--- config.mk ---
export PLATFORM = sky130hd
export DESIGN_NAME = iibm_ram
export DESIGN_NICKNAME = d
export VERILOG_FILES = /design/src/integral_image_box_mean_filter_macros.svh /design/src/iibm_ram.sv
export SDC_FILE = /design/constraint.sdc
export NUM_CORES = 1
export LEC_CHECK = 0
export BUFFER_PORTS_ARGS = -buffer_cell sky130_fd_sc_hd__buf_2
export CAP_MARGIN = 15
export CORE_MARGIN = 1.5
export CORE_UTILIZATION = 45
export CTS_BUF_LIST = sky130_fd_sc_hd__clkbuf_16
export DETAILED_ROUTE_END_ITERATION = 10
export PLACE_DENSITY_LB_ADDON = 0.05
export SYNTH_ARGS = -nofsm -noshare
export SYNTH_HDL_FRONTEND = slang
export SYNTH_SLANG_ARGS = --single-unit
--- constraint.sdc ---
create_clock -name clk -period 2.3 [get_ports clk]
set_input_delay 0.575 -clock clk [delete_from_list [all_inputs] [get_ports clk]]
set_output_delay 0.575 -clock clk [all_outputs]
set_load 0.02 [all_outputs]
--- src/integral_image_box_mean_filter_macros.svh ---
// Assertion macros for the integral image box mean filter.
// Depends on nothing; included by the top level.
`ifndef INTEGRAL_IMAGE_BOX_MEAN_FILTER_MACROS_SVH
`define INTEGRAL_IMAGE_BOX_MEAN_FILTER_MACROS_SVH
`ifndef NO_ASSERTIONS
`define IIBM_ASSERT_IMPL(label, clk, rst, prop) \
  label: assert property (@(posedge clk) disable iff (rst) prop) else $error("assertion failed");
`define IIBM_ASSERT_NORST(label, clk, prop) \
  label: assert property (@(posedge clk) prop) else $error("assertion failed");
`else
`define IIBM_ASSERT_IMPL(label, clk, rst, prop)
`define IIBM_ASSERT_NORST(label, clk, prop)
`endif
`endif

--- src/iibm_ram.sv ---
// Generic single-port-write, single-port-read RAM with registered read.
// No dependencies.
module iibm_ram #(
  parameter int Width = 8,
  parameter int Depth = 16
) (
  input  logic                     clk,
  input  logic                     we,
  input  logic [$clog2(Depth)-1:0] waddr,
  input  logic [Width-1:0]         wdata,
  input  logic [$clog2(Depth)-1:0] raddr,
  output logic [Width-1:0]         rdata
);
  logic [Width-1:0] mem [Depth];

  always_ff @(posedge clk) begin
    if (we) begin
      mem[waddr] <= wdata;
    end
    rdata <= mem[raddr];
  end
endmodule

==> flow_metrics.env <==
export IMPL_status="finished clean"
export IMPL_crit_chain="buf_2, buf_12, mux4_1, a22oi_1, nand2_1"
export IMPL_timing_final_crit_share=0.689
export IMPL_grt_pass1_wl_um=14300
export IMPL_ys_seq_area_frac=0.778
export IMPL_drt_iter0_markers=103
export IMPL_peakVddDrop_uv=527
export IMPL_critical_path_peak_fanout=18
export IMPL_synth_async_sr_flop_share=0
export IMPL_power_density_nw_per_um2=922
export IMPL_worstPathRequired_ns=2.59
export IMPL_grt_util_met3=0.0498
export IMPL_timing_hold_worst_class="in -> reg"
export IMPL_crit_path_max_incr_delay_ns=0.57
export IMPL_synth_seq_cells=136
export IMPL_grt_setup_unrepaired="no"
export IMPL_ys_top_cells_by_area="edfxtp_1 75%, mux4_2 7.9%, mux4_1 7.1%"
export IMPL_synth_area_um2=5150
export IMPL_nets=304
export IMPL_route_detailed_wl_per_inst_um=20.8
export IMPL_io_buffers=25
export IMPL_final_layout_size_suffix_gt1_frac=0.326
export IMPL_grt_remaining_overflow=0
export IMPL_cts_hold_buf=0
export IMPL_synth_warning_count=0
export IMPL_busiest_layer="met2"
export IMPL_design_core_area_um2=11000
export IMPL_final_cell_area_um2=6160
export IMPL_syn_area_per_cell_um2=22.5
export IMPL_synth_edff_count=128
export IMPL_place_area_um2=5570
export IMPL_first_pass_iters=4
export IMPL_syn_num_nets=247
export IMPL_grt_pass1_vias=2511
export IMPL_crit_path_leading_delay_family="multiplexers"
export IMPL_clk_insertion_delay_late_ns=0.40
export IMPL_maxClockFrequency_ghz=0.631
export IMPL_timing_critical_path_buf_inv=2
export IMPL_most_numerous_cell_in_the_yosys_netlist="edfxtp_1"
export IMPL_place_detailed_hpwl_um=5960
export IMPL_finalCriticalPeriod_ns=1.58
export IMPL_globalRouteTotalUtil=0.174
export IMPL_clkSlewWorstSetupHoldPaths_ns=0.06
export IMPL_num_vias=2353
export IMPL_antenna_found_initial=0
export IMPL_clock_tree_htree_level_count=4
export IMPL_floorplan_initialDensity=0.469
export IMPL_dominantRegCellSynth="edfxtp_1"
export IMPL_worst_hold_slack_ns=0.553
export IMPL_grtUsageMet1=0.244
export IMPL_worst_pin_slew_ns=0.402
export IMPL_post_drt_via_cell_ratio=5.37
export IMPL_critPathKind="in -> reg"
export IMPL_ant_nets=0
export IMPL_grt_util_met2=0.269
export IMPL_critical_path_arrival_ns=1.87
export IMPL_fin_total_pwr_mw=5.68
export IMPL_cts_resized=0
export IMPL_cts_sinks=136
export IMPL_die_area_um2=12100
export IMPL_cts_max_path_buffers=2
export IMPL_rows=38
export IMPL_synthDistinctLibCells=19
export IMPL_setup_violations_final=0
export IMPL_height_of_the_die_um=110
export IMPL_timing_max_transition_violations_final=0
export IMPL_power_leakage_nw=2.11
export IMPL_slew_limit_headroom=0.732
export IMPL_final_setup_skew_ns=0.00623
export IMPL_cts_buffers=17
export IMPL_die_width_um=110
export IMPL_area_share_of_the_leading_cell_type_in_the_synthesized_netlist=0.747
export IMPL_ctsRootBufferMaster="clkbuf_16"
export IMPL_cts_tree="yes"
export IMPL_synth_cell_count_leaders="128 x edfxtp_1, 18 x mux4_2, 16 x a22oi_1"
export IMPL_grt_max_degree=33
export IMPL_critical_path_startpoint_type="input port"
export IMPL_setup_tns_final_ns=0
export IMPL_post_synth_inst_count=229
export IMPL_max_cap_violations=0
export IMPL_areaGrowthSynthToFinish_pct=19.6
export IMPL_drt_drc_violations_left=0
export IMPL_num_antenna_cells=0
export IMPL_final_hold_violation_count=0
export IMPL_io_pins=26
export IMPL_synth_largest_area_cell="edfxtp_1"
export IMPL_gpl_final_weighted_congestion=0.761
export IMPL_wirelength_um=9100
export IMPL_crit_slowest_cell="mux4_1"
export IMPL_post_cts_buffers=0
export IMPL_endpoint_kind="flip-flop"
state kept, by name, indices dropped and copies added (netlist names):
name,flops
mem,128
rdata,8
final cells by class:
class,count,area [um2]
fillers,837,4830
repair buffers,48,335
multi-input cells,83,1060
clock buffers,17,425
clock inverters,14,159
flip-flops and latches,136,4000
well taps,140,175
layer usage:
layer,part of all wire,vias to the layer above
met5,0,-
met4,0.0027,0
met3,0.032,2
met2,0.49,55
met1,0.48,1213
li1,-,1083
placed cells by master, fill, tap and decap left out, drive strengths merged, types with 4 or more instances in the layout:
cell,netlist,final
mux4,32,32
buf,7,48
edfxtp,128,128
nor2,13,13
a22oi,16,16
nand2,9,9
nor3,4,4
clkinv,0,8
dfxtp,8,8
clkbuf,0,17
power by group:
part / internal (mW) / switching, mW / leakage [nW]
registers: 2.77 / 0.0137 / 1.22
logic: 0.118 / 0.158 / 0.606
clock network: 1.68 / 0.931 / 0.282
total: 4.57 / 1.10 / 2.11
per-stage QoR:
step	setup WS [ns]	utilization	std cells
after detailed placement	0.310	0.507	407
final	0.715	0.560	438
after floorplan	0.232	-	229
after global routing	0.670	0.560	438
after CTS	0.722	0.560	438
after global placement	0.317	0.507	407
final timing paths:
| kind | from | to | slack (ns) | cells past startpoint |
|---|---|---|---|---|
| worst max-delay path | raddr[0] | rdata[2] | 0.72 | 5 |
| worst max register to register | mem[0][2] | rdata[2] | 0.95 | 3 |
| worst min-delay path | wdata[7] | mem[13][7] | 0.55 | 1 |
| worst min register to register | mem[14][1] | rdata[1] | 0.67 | 3 |
kinds of logic (layout without fill, tap and decap cells):
| kind of cell | after synthesis | count (layout) | synth area share |
|---|---|---|---|
| buffers and inverters | 10 | 79 | 0.0168 |
| multiplexers | 32 | 32 | 0.150 |
| AND/OR/NAND/NOR | 35 | 35 | 0.0318 |
| flip-flops | 136 | 136 | 0.778 |
| AO/OA/AOI/OAI | 16 | 16 | 0.0233 |
Note: power is estimated with default switching activity, not from simulation.
