===== src/integral_image_box_mean_filter_macros.svh =====
// Assertion macros for the integral image box mean filter.
// Depends on nothing; included by the top level.
`ifndef INTEGRAL_IMAGE_BOX_MEAN_FILTER_MACROS_SVH
`define INTEGRAL_IMAGE_BOX_MEAN_FILTER_MACROS_SVH
`ifndef NO_ASSERTIONS
`define IIBM_ASSERT_IMPL(label, clk, rst, prop) \
  label: assert property (@(posedge clk) disable iff (rst) prop) else $error("assertion failed");
`define IIBM_ASSERT_NORST(label, clk, prop) \
  label: assert property (@(posedge clk) prop) else $error("assertion failed");
`else
`define IIBM_ASSERT_IMPL(label, clk, rst, prop)
`define IIBM_ASSERT_NORST(label, clk, prop)
`endif
`endif


===== src/iibm_pkg.sv =====
// Shared constants and types for the integral image box mean filter.
// No dependencies.
package iibm_pkg;
  localparam int MaxCols = 512;
  localparam int MaxRows = 512;
  localparam int Channels = 3;
  localparam int ColW = $clog2(MaxCols);
  localparam int RowW = $clog2(MaxRows);
  localparam int SizeW = 10;
  localparam int RadW = 9;
  localparam int EntryW = 27;
  localparam int AddrW = ColW + RowW;
  localparam int AreaW = 2 * SizeW;

  localparam logic [1:0] RegWidth  = 2'd0;
  localparam logic [1:0] RegHeight = 2'd1;
  localparam logic [1:0] RegRadius = 2'd2;

  localparam logic OpLoad  = 1'b0;
  localparam logic OpQuery = 1'b1;

  typedef logic [EntryW-1:0] entry_t;
  typedef logic [Channels*EntryW-1:0] pix_t;

  typedef struct packed {
    logic              start;
    logic [EntryW-1:0] dividend;
    logic [AreaW-1:0]  divisor;
  } div_req_t;
endpackage


===== src/iibm_lane.sv =====
// One channel lane: a restoring divider of a window sum by the window area.
// Depends on iibm_pkg.
module iibm_lane (
  input  logic                      clk,
  input  logic                      rst,
  input  iibm_pkg::div_req_t        req,
  output logic                      done,
  output logic [7:0]                quotient
);
  import iibm_pkg::*;

  logic [EntryW-1:0] rem;
  logic [EntryW-1:0] quo;
  logic [AreaW-1:0]  dvs;
  logic [4:0]        cnt;
  logic              busy;
  logic [EntryW:0]   trial;

  // one quotient bit per cycle
  always_comb begin
    trial = {rem[EntryW-2:0], quo[EntryW-1]} - {{(EntryW+1-AreaW){1'b0}}, dvs};
  end

  always_ff @(posedge clk) begin
    if (rst) begin
      busy <= 1'b0;
      done <= 1'b0;
      cnt  <= '0;
    end else begin
      done <= 1'b0;
      if (req.start) begin
        busy <= 1'b1;
        rem  <= '0;
        quo  <= req.dividend;
        dvs  <= req.divisor;
        cnt  <= 5'(EntryW - 1);
      end else if (busy) begin
        if (!trial[EntryW]) begin
          rem <= trial[EntryW-1:0];
          quo <= {quo[EntryW-2:0], 1'b1};
        end else begin
          rem <= {rem[EntryW-2:0], quo[EntryW-1]};
          quo <= {quo[EntryW-2:0], 1'b0};
        end
        if (cnt == '0) begin
          busy <= 1'b0;
          done <= 1'b1;
        end
        cnt <= cnt - 5'd1;
      end
    end
  end

  assign quotient = quo[7:0];
endmodule


===== config.mk =====
export PLATFORM = sky130hd
export DESIGN_NAME = iibm_lane
export DESIGN_NICKNAME = d
export VERILOG_FILES = /design/src/integral_image_box_mean_filter_macros.svh /design/src/iibm_pkg.sv /design/src/iibm_lane.sv
export SDC_FILE = /design/constraint.sdc
export NUM_CORES = 1
export LEC_CHECK = 0
export BUFFER_PORTS_ARGS = -buffer_cell sky130_fd_sc_hd__buf_4
export CAP_MARGIN = 0
export CORE_MARGIN = 2
export CORE_UTILIZATION = 40
export DETAILED_ROUTE_END_ITERATION = 10
export GPL_TIMING_DRIVEN = 0
export SETUP_SLACK_MARGIN = 0.15
export SLEW_MARGIN = 10
export SYNTH_ARGS = -nofsm -noshare
export SYNTH_HDL_FRONTEND = slang
export SYNTH_SLANG_ARGS = --single-unit

===== constraint.sdc =====
create_clock -name clk -period 11.77 [get_ports clk]
set_input_delay 2.354 -clock clk [delete_from_list [all_inputs] [get_ports clk]]
set_output_delay 2.354 -clock clk [all_outputs]
set_load 0.05 [all_outputs]

==> impl_results.md, run 1 <==
- Critical path's largest stage delay: 0.66 ns
- First-pass GRT wire length: 15,300 µm
- Final Hold Viols: 0
- Final nets: 535
- Crit Reg-Reg Startpoint: quo[26]
- HP Class: reg2reg
- Slew Limit Headroom: 45.3%
- Required time of the worst setup path: 11.80 ns
- Worst flop-to-flop path endpoint: rem[24]
- Pwr Total: between 0.7 and 0.8 mW
- Cells along the critical path: clkbuf_1, clkbuf_1, nor2_1, nor2_4, buf_12
- Most frequent CP cell: clkbuf_1
- Vias in the first global route: 3,239
- Worst slew pin tran: between 0.8 and 0.9 ns
- Synth top area cells: edfxtp_1 (48%), mux2_2 (6.7%), ha_1 (6.1%), dfxtp_1 (3.1%), nor2_1 (2.7%)
- EDFF count, synth: 73
- Net Count, Synth: 466
- Min Tclk post-route: 4.07 ns
- Hold path cells: 1
- Most numerous cell in the Yosys netlist: edfxtp_1
- CTS Buffer Depth: 2
- CTS tree: done
- Final WL: 9210 µm
- Maximum vdd drop: 0.0693 mV
- Clk_skew: ~0.0083 ns
- Syn_area_per_cell: 11.5 µm²
- Dominant cell type by area after synthesis: edfxtp_1
- Yosys reg bits: 80
- Htree depth: 3
- Synth top area share: 48.4%
- Post-DRT Antenna Nets: 0
- Mapped cell area: 4530 µm²
- ANT cells: 0
- Setup violators final: 0
- Post-synth top cells: edfxtp_1 (73), nor2_1 (33), inv_1 (29)
- RD Place Congestion: 0.852
- Setup TNS: 0 ns
- # DRC: 0
- Crit path to: rem[4]
- Die Wd: about 110 µm
- WP buf/inv: 3
- Crit path DAT: 4.10 ns
- R2R depth: 11
- FP Rows: 38
- Post-DP HPWL: 6590 µm
- Vert. Die Dim: 110 µm
- Die area: 12,200 µm²
- Tcrit/Tclk final: 34.6%
- YS warnings: 0
- MaxCap Viol Count: 0
- Worst-path fanout max: 28
- DR iter-0 viols: 127
- PD cells: 144 nW/µm²
- Layout Cells excl Fill: about 610
- Inserted Clock Buffers: 9
- DR WL/cell: 15.2 µm
- Status: finished clean
- Clk sinks: 80
- Post-route setup slack: roughly 7.7 ns
- Total grt overflow: 0
- GRT Total Usage: 15.5%
- Top Family by Delay on Critical Path: buffers and inverters
- WHS: 0.547 ns
- Post-Place Worst Slack: 7.31 ns
- 1st-pass router iterations: 5
- DR vias: 3,212
- PostCTS Resize Cnt: 0
- Skew-Pair Late Insertion Delay: about 0.34 ns
- CP max-delay cell: nor2_4
- Post-CTS Setup Bufs: 0
- CP Launch Type: primary input
- Starting density of the core: 41.4%
- IO Port Bufs: 56
- Fillers: 1,016
- RSZ-0062 raised after global routing: false
- Initial antenna violation count: 0
- Vias/cell: ~5.3
- FMAX: roughly 0.25 GHz
- Core Area: 10,900 µm²
- Root buffer cell: clkbuf_16
- Most used DFF post-synth: edfxtp_1
- Max Slew Vio Count: 0
- Syn-to-layout area delta: 19.9%
- Seq/Total Area, Yosys: 51.5%
- Pleak: 2.21 nW
- Post-Syn Instances: between 300 and 400
- IO Pins: 59
- CTS Hold Buffers Added: 0
- Placed insts: 591
- Layout cells sized above 1: 26.1%
- Unique masters post-synth: 57
- Share of flip-flops with an asynchronous set or reset: 0%
- Clk slew on worst S/H paths: 0.05 ns
- Worst setup path class: in2reg
- WP depth: 5
- Worst Setup SP: req[47]
- Pin count of the biggest net entering global routing: 29
- Crit. End Element: flop
- Reg2Reg Setup Slack: roughly 8.6 ns
==> layer usage <==
metal	GRT usage [%]	wire length, µm	part of all wire [%]	vias to the layer above
met5	0	0	0	-
met1	20.7	4370	47	1552
met3	4.34	438	4.8	10
li1	-	-	-	1584
met4	5.33	146	1.6	0
met2	24.5	4260	46	66
==> per-stage QoR <==
step                      instance area, µm²  utilization (%)
after floorplan                         4530                -
after global placement                  5130             46.9
after detailed placement                5170             47.3
after CTS                               5430             49.7
after global routing                    5430             49.7
final                                   5430             49.7
==> cells by family after synthesis <==
| kind of cell | synth area share, % |
|---|---|
| mux | 9.83 |
| fa+ha+maj | 6.52 |
| flops | 51.5 |
| compound gates | 11.8 |
| xor+xnor | 3.29 |
| simple gates | 12.0 |
| buf+inv | 5.08 |
==> state kept, by name, summed over array words and instances, names as in the netlist <==
name	count
rem	26
cnt	5
dvs	20
busy	1
done	1
quo	27
==> worst reg2reg max path, stage by stage (launching register included) <==
cell and delay, ns:
edfxtp_1 0.40, inv_1 0.08, ha_1 0.17, inv_1 0.06, fa_1 0.44, a211oi_1 0.36
o211ai_1 0.15, nand2_1 0.20, o21ai_0 0.22, a21bo_2 0.28, nor4_1 0.21, mux2_1 0.36
==> final cells by class <==
| class | count | area, µm² | share of cell area (%) |
|---|---|---|---|
| Buffer | 20 | 118 | 2.16 |
| Clock buffer | 15 | 258 | 4.74 |
| Clock inverter | 1 | 5.00 | 0.0921 |
| Inverter | 30 | 113 | 2.07 |
| Multi-Input combinational cell | 263 | 1980 | 36.4 |
| Sequential cell | 80 | 2330 | 42.9 |
| Tap cell | 140 | 175 | 3.22 |
| Timing Repair Buffer | 58 | 455 | 8.38 |
==> power by group <==
part | leakage, nW | internal, mW | total (mW) | switching, mW
sequential | 0.755 | 0.340 | 0.351 | 0.0109
clock | 0.128 | 0.149 | 0.254 | 0.105
combinational | 1.33 | 0.0800 | 0.176 | 0.0964
==> how the worst min path moves through the flow <==
stage,start,slack [ns],to
after global placement,quo[20],0.53,quo[21]
after CTS,quo[20],0.55,quo[21]
after detailed placement,quo[20],0.53,quo[21]
after global routing,quo[20],0.55,quo[21]
after floorplan,cnt[0],0.51,cnt[0]
final,quo[16],0.55,quo[17]
==> cells in the final DEF, fill, tap and decap left out, types with 2 or more instances in the layout <==
| master | synthesis | layout |
|---|---|---|
| nor2b_1 | 4 | 4 |
| ha_1 | 22 | 22 |
| o21ai_1 | 2 | 2 |
| xor2_1 | 7 | 7 |
| mux2_4 | 2 | 2 |
| inv_1 | 29 | 29 |
| nand4_1 | 4 | 4 |
| nand2_1 | 21 | 21 |
| or4_1 | 3 | 3 |
| o21ai_0 | 15 | 15 |
| a211oi_1 | 10 | 10 |
| edfxtp_1 | 73 | 73 |
| xnor2_1 | 10 | 10 |
| or3_1 | 4 | 4 |
| o21bai_1 | 3 | 3 |
| a311oi_1 | 2 | 2 |
| nor2_1 | 33 | 31 |
| buf_4 | 9 | 65 |
| dfxtp_1 | 7 | 7 |
| clkbuf_16 | 0 | 9 |
| and3_1 | 3 | 3 |
| clkbuf_1 | 9 | 14 |
| nor4_1 | 2 | 2 |
| o21a_1 | 4 | 4 |
| o31ai_1 | 3 | 3 |
| a21o_1 | 7 | 7 |
| nor3_1 | 11 | 11 |
| nand3_1 | 6 | 6 |
| nor4b_1 | 2 | 2 |
| mux2_2 | 27 | 27 |
| mux2i_1 | 10 | 10 |
| a21oi_1 | 23 | 23 |
Power figures use the tool's default switching activity.
==> inputs of run 2 (changes only) <==
ABC_AREA = 1   (was unset)
clock period = 4.25 ns   (was 11.77 ns; I/O delays follow)
==> impl_results.md, run 2 <==
- Status: finished clean
- Syn-to-layout area delta: 20.5%
- Most numerous cell in the Yosys netlist: nand2_1
- Unique masters post-synth: 34 (-40%)
- PD cells: 383 nW/µm² (+170%)
- Hold path cells: 2 (+1)
- Most used DFF post-synth: edfxtp_1
- DR vias: 4,311 (+34%)
- Min Tclk post-route: approximately 2.4 ns
- EDFF count, synth: 73 (unchanged)
- First-pass GRT wire length: 20,300 µm (+32%)
- Htree depth: 3 (unchanged)
- Largest regs: quo x27, rem x26, dvs x20
- Tcrit/Tclk final: 57.6%
- Mux cell area share after synthesis: 0% (-9.8 points)
- Seq/Total Area, Yosys: 45.6% (-5.9 points)
- Slew Limit Headroom: 56.4% (+11 points)
- Post-DRT Antenna Nets: 0 (unchanged)
- Post-DP HPWL: 9410 µm (+43%)
- Worst slew pin tran: 0.654 ns (-0.164 ns)
- GRT Total Usage: 19.3% (+3.7 points)
- Post-Syn Instances: 680 (+73%)
- Setup violators final: 0 (unchanged)
- CTS Hold Buffers Added: 0 (unchanged)
- Crit path DAT: 2.49 ns (-1.61 ns)
- ANT cells: 0 (unchanged)
- MaxCap Viol Count: 0 (unchanged)
- Post-Place Worst Slack: 1.39 ns (-5.92 ns)
- Worst-path fanout max: 11 (-61%)
- Final WL: 11,900 µm (+29%)
- Synth top area share: 42.8% (-5.6 points)
- Yosys reg bits: 80 (unchanged)
- Clk_skew: 0.0109 ns (+0.00259 ns)
- Crit. End Element: flop
- Largest Register: quo
- Maximum vdd drop: 0.192 mV (+180%)
- Share of flip-flops with an asynchronous set or reset: 0% (unchanged)
- Final Hold Viols: 0 (unchanged)
- Post-CTS Setup Bufs: 0 (unchanged)
- Skew-Pair Late Insertion Delay: 0.34 ns (about the same)
- RD Place Congestion: 0.951 (+12%)
- CTS tree: done
- Root buffer cell: clkbuf_16
- Post-route setup slack: 1.80 ns (-5.90 ns)
- Total grt overflow: 0 (unchanged)
- Clk slew on worst S/H paths: 0.06 ns (about the same)
- Synth top area cells: edfxtp_1 (43%), nand2_1 (19%), inv_1 (8.3%), nor2_1 (5.7%), ha_1 (5.4%)
- # DRC: 0 (unchanged)
- FMAX: 0.408 GHz
- Most common cell after layout, fill and taps aside: nand2_1
- Vias in the first global route: 4,288 (+32%)
- Pin count of the biggest net entering global routing: 24 (-17%)
- Largest family of logic cells by synthesized area: simple AND/OR/NAND/NOR gates
- R2R depth: 12 (+1)
- Max reg flops: 27 (unchanged)
- Mapped cell area: 5120 µm² (+13%)
- Pwr Total: 2.36 mW (+200%)
- Layout cells sized above 1: 14.3% (-12 points)
- YS warnings: 0 (unchanged)
- Fraction of the mapped netlist area in simple logic gates: 31.8% (+20 points)
- Placed insts: 912 (+54%)
- Die area: 13,700 µm² (+13%)
- Initial antenna violation count: 0 (unchanged)
- CTS Buffer Depth: 2 (unchanged)
- Clk sinks: 80 (unchanged)
- RSZ-0062 raised after global routing: false
- Xor and xnor area share after synthesis: 2.05% (-1.2 points)
- Layout Cells excl Fill: 928 (+53%)
- Worst setup path class: in2reg
- Vert. Die Dim: 117 µm (+6.1%)
- Die Wd: 117 µm (+6.1%)
- Max Slew Vio Count: 0 (unchanged)
- Post-synth top cells: nand2_1 (253), inv_1 (113), nor2_1 (78)
- 1st-pass router iterations: 4 (-1)
- Pleak: 3.07 nW (+39%)
- Adder-cell area share of the yosys netlist: 5.77% (-0.75 points)
- IO Pins: 59 (unchanged)
- Vias/cell: 4.65 (-12%)
- Reg2Reg Setup Slack: 1.89 ns (-6.71 ns)
- HP Class: reg2reg
- Dominant cell type by area after synthesis: edfxtp_1
- Synth Area in Compound Gates: 3.52% (-8.3 points)
- Core Area: 12,600 µm² (+15%)
- PostCTS Resize Cnt: 0 (unchanged)
- Inserted Clock Buffers: 9 (unchanged)
- Most frequent cells in the layout: nand2_1 (253), inv_1 (113), nor2_1 (76)
- Net Count, Synth: 753 (+62%)
- Starting density of the core: 40.7% (-0.69 points)
- Required time of the worst setup path: 4.30 ns (-7.50 ns)
- CP Launch Type: primary input
- IO Port Bufs: 57 (+1.8%)
- DR WL/cell: 12.8 µm (-15%)
- Final nets: 824 (+54%)
- Syn_area_per_cell: 7.53 µm² (-35%)
- FP Rows: 41 (+7.9%)
- DR iter-0 viols: 201 (+58%)
run 2: cell count changes after synthesis, sizes merged, moves of 10 or more:
cell and change:
nand2 +242, inv +86, nor2 +49, mux2 -30, nand3 +22, a21oi -11, a211oi -10, mux2i -10
xnor2 -10
run 2: worst max-delay path, cell delays in order:
cell      delay, ns
clkbuf_1       0.37
inv_1          0.23
clkbuf_1       0.30
nor2_2         0.51
buf_8          0.22
run 2: layer usage:
metal	global-route usage (%)	share of wire [%]	up-vias
li1	-	-	2253
met1	24.3	46	1940
met2	32.2	47	102
met3	5.05	6.0	16
met4	6.67	1.7	0
met5	0	0	-
run 2: final cells by class:
type                       count  area, µm²
inverter                     115        434
clock inverter                 2       16.3
sequential                    80       2330
tap                          172        215
multi-input combinational    464       2220
timing repair buffer          60        498
clock buffer                  14        308
fill                        1231       6400
buffer                        21        143
run 2: where the power goes:
group | leakage (nW) | internal (mW) | switching, mW
Combinational | 2.16 | 0.215 | 0.365
Sequential | 0.759 | 0.940 | 0.0282
Clock | 0.155 | 0.504 | 0.312
Total | 3.07 | 1.66 | 0.706
run 2: cells by family after synthesis:
logic type,count (synthesis)
AO/OA/AOI/OAI,34
buffers and inverters,136
adder cells (fa/ha/maj),23
flip-flops,80
AND/OR/NAND/NOR,395
XOR/XNOR,12
run 2: worst paths after layout:
kind / startpoint / to
hold / removal: cnt[4] / cnt[4]
setup reg to reg: quo[26] / rem[18]
setup / recovery: req[47] / dvs[18]
hold reg to reg: cnt[4] / cnt[4]
run 2: per-stage QoR:
stage | hold slack (ns) | TNS, ns | util (%) | cell area [µm²]
2_1_floorplan | 0.442 | 0 | - | 5120
3_3_place_gp | 0.454 | -56.20 | 45.9 | 5760
3_5_place_dp | 0.477 | 0 | 46.5 | 5840
4_1_cts | 0.486 | 0 | 49.1 | 6170
5_1_grt | 0.495 | 0 | 49.1 | 6170
6_report | 0.485 | 0 | 49.1 | 6170
==> inputs of run 3 (changes only) <==
clock period = 2.1 ns   (was 4.25 ns; I/O delays follow)
==> impl_results.md, run 3 (same netlist as run 2, synthesis figures left out) <==
- Pin count of the biggest net entering global routing: 23 (-4.2%)
- Worst-path fanout max: 7 (-4)
- Reg2Reg Setup Slack: -0.01 ns (-1.90 ns)
- MaxCap Viol Count: 0 (unchanged)
- Die area: 13,700 µm² (unchanged)
- ANT cells: 0 (unchanged)
- CTS Buffer Depth: 2 (unchanged)
- Status: finished with violations
- Largest Register: quo
- Failing checks: setup timing
- Vias/cell: 4.71 (+1.5%)
- Final nets: 857 (+4.0%)
- Final Hold Viols: 0 (unchanged)
- GRT Total Usage: 19.9% (+0.66 points)
- FMAX: 0.473 GHz
- Most frequent cells in the layout: nand2_1 (221), inv_1 (102), buf_4 (96)
- Maximum vdd drop: 0.356 mV (+85%)
- Post-DP HPWL: 9310 µm (-1.0%)
- Post-route setup slack: -0.0132 ns (-1.81 ns)
- FF/Latch Area: 2330 µm² (unchanged)
- Core Area: 12,600 µm² (unchanged)
- Largest regs: quo x27, rem x26, dvs x20
- CP Launch Type: flop
- Syn-to-layout area delta: 37.0%
- Total grt overflow: 0 (unchanged)
- # DRC: 0 (unchanged)
- Slew Limit Headroom: 51.1% (-5.3 points)
- Worst slew pin tran: 0.733 ns (+0.0793 ns)
- Worst setup path class: reg2reg
- Vert. Die Dim: 117 µm (unchanged)
- DR vias: 4,530 (+5.1%)
- Clk slew on worst S/H paths: 0.07 ns (about the same)
- Pleak: 3.33 nW (+8.4%)
- 1st-pass router iterations: 5 (+1)
- P_sw: 1.67 mW (+140%)
- Crit Reg-Reg Startpoint: rem[5]
- Starting density of the core: 40.7% (unchanged)
- Root buffer cell: clkbuf_16
- Min Tclk post-route: 2.11 ns
- Initial antenna violation count: 0 (unchanged)
- Vias in the first global route: 4,385 (+2.3%)
- Clk sinks: 80 (unchanged)
- PD cells: 737 nW/µm² (+92%)
- Crit. End Element: flop
- Htree depth: 3 (unchanged)
- Fillers: 1,150 (-6.6%)
- Clk_skew: 0.00787 ns (-0.00299 ns)
- Die Wd: 117 µm (unchanged)
- DR WL/cell: 13.9 µm (+8.6%)
- Most common cell after layout, fill and taps aside: nand2_1
- CTS tree: done
- Final WL: 13,400 µm (+13%)
- RD Place Congestion: 0.941 (-1.0%)
- Worst Setup SP: rem[5]
- Required time of the worst setup path: 2.20 ns (-2.10 ns)
- Sequential power share: 38.4% (-2.5 points)
- IO Port Bufs: 57 (unchanged)
- R2R depth: 13 (+1)
- Crit path to: rem[14]
- Crit path DAT: 2.22 ns (-0.27 ns)
- Worst flop-to-flop path endpoint: rem[14]
- Internal Power: 3.50 mW (+110%)
- First-pass GRT wire length: 21,000 µm (+3.8%)
- Skew-Pair Late Insertion Delay: 0.34 ns (about the same)
- IO Pins: 59 (unchanged)
- Setup violators final: 6 (+6)
- Inserted Clock Buffers: 9 (unchanged)
- Multi-input logic area: 2780 µm² (+25%)
- Max Slew Vio Count: 0 (unchanged)
- Fin util: 55.8% (+6.7 points)
- Layout cells sized above 1: 30.5% (+16 points)
- Clock power frac: 31.1% (-3.4 points)
- Switching Fraction: 32.2% (+2.4 points)
- FP Rows: 41 (unchanged)
- Post-DRT Antenna Nets: 0 (unchanged)
- Post-Place Worst Slack: -0.113 ns (-1.50 ns)
- DR iter-0 viols: 280 (+39%)
- Max reg flops: 27 (unchanged)
- Tcrit/Tclk final: 101%
- HP Class: in2reg
- Comb pwr share: 30.5% (+6.0 points)
- RSZ-0062 raised after global routing: true
-- run 3: power groups by stage --
| stage | clock (mW) | sequential, mW | combinational [mW] |
|---|---|---|---|
| after detailed placement | 0 | 2.00 | 1.18 |
| after global routing | 1.70 | 2.00 | 1.74 |
| after CTS | 1.63 | 1.98 | 1.36 |
| final | 1.61 | 1.98 | 1.58 |
| after global placement | 0 | 1.99 | 1.14 |
| after floorplan | 0 | 1.98 | 0.856 |
-- run 3: repair_timing --
item | CTS | global route
setup endpoints to repair | 27 | 27
setup buffers | 16 | 15
hold buffers | 0 | 0
resized for setup | 49 | 80
pin swaps | 22 | 35
gates cloned | 0 | 3
hold endpoints to repair | 0 | 0
-- run 3: layout make-up --
class | count | share of cell area (%)
Sequential cell | 80 | 33.3
Timing Repair Buffer | 93 | 11.3
Buffer | 21 | 2.23
Clock inverter | 7 | 0.999
Inverter | 115 | 6.33
Tap cell | 172 | 3.07
Multi-Input combinational cell | 464 | 39.6
Clock buffer | 9 | 3.21
-- run 3: worst max-delay path, stage by stage, from the launching register on --
cell       delay, ns
edfxtp_1        0.43
ha_4            0.32
nand2_4         0.08
nor2_4          0.12
nand3_2         0.09
nand2_4         0.07
nand2_2         0.07
nand2_4         0.08
nand2_4         0.07
nand2_8         0.13
clkinv_8        0.09
clkbuf_16       0.17
nor2_4          0.08
nor2_1          0.05
-- run 3: how the worst min path moves through the flow --
stage | to | depth (start not counted) | start | slack [ns]
after detailed placement | cnt[0] | 2 | cnt[0] | 0.47
final | dvs[4] | 1 | req[4] | 0.25
after global routing | dvs[17] | 1 | req[17] | 0.24
after floorplan | cnt[4] | 2 | cnt[4] | 0.44
after CTS | dvs[6] | 1 | req[6] | 0.24
after global placement | cnt[0] | 2 | cnt[0] | 0.45
-- run 3: layer usage --
layer	track usage (%)	part of all wire, %	vias to the layer above
met3	3.76	5.6	25
met4	7.06	2.7	0
met1	25.3	44	2059
met5	0	0	-
li1	-	-	2322
met2	34.1	48	124
-- run 3: metrics by stage --
| stage | total power, mW | hold WS, ns | setup TNS, ns | area, µm² | cells |
|---|---|---|---|---|---|
| after floorplan | 2.83 | 0.442 | 0 | 5170 | 680 |
| after global placement | 3.14 | 0.454 | -18.56 | 5820 | 909 |
| after detailed placement | 3.17 | 0.467 | -2.27 | 5870 | 911 |
| after CTS | 4.97 | 0.239 | 0 | 6570 | 943 |
| after global routing | 5.44 | 0.238 | -1.57 | 7010 | 961 |
| final | 5.17 | 0.247 | -0.0396 | 7010 | 961 |
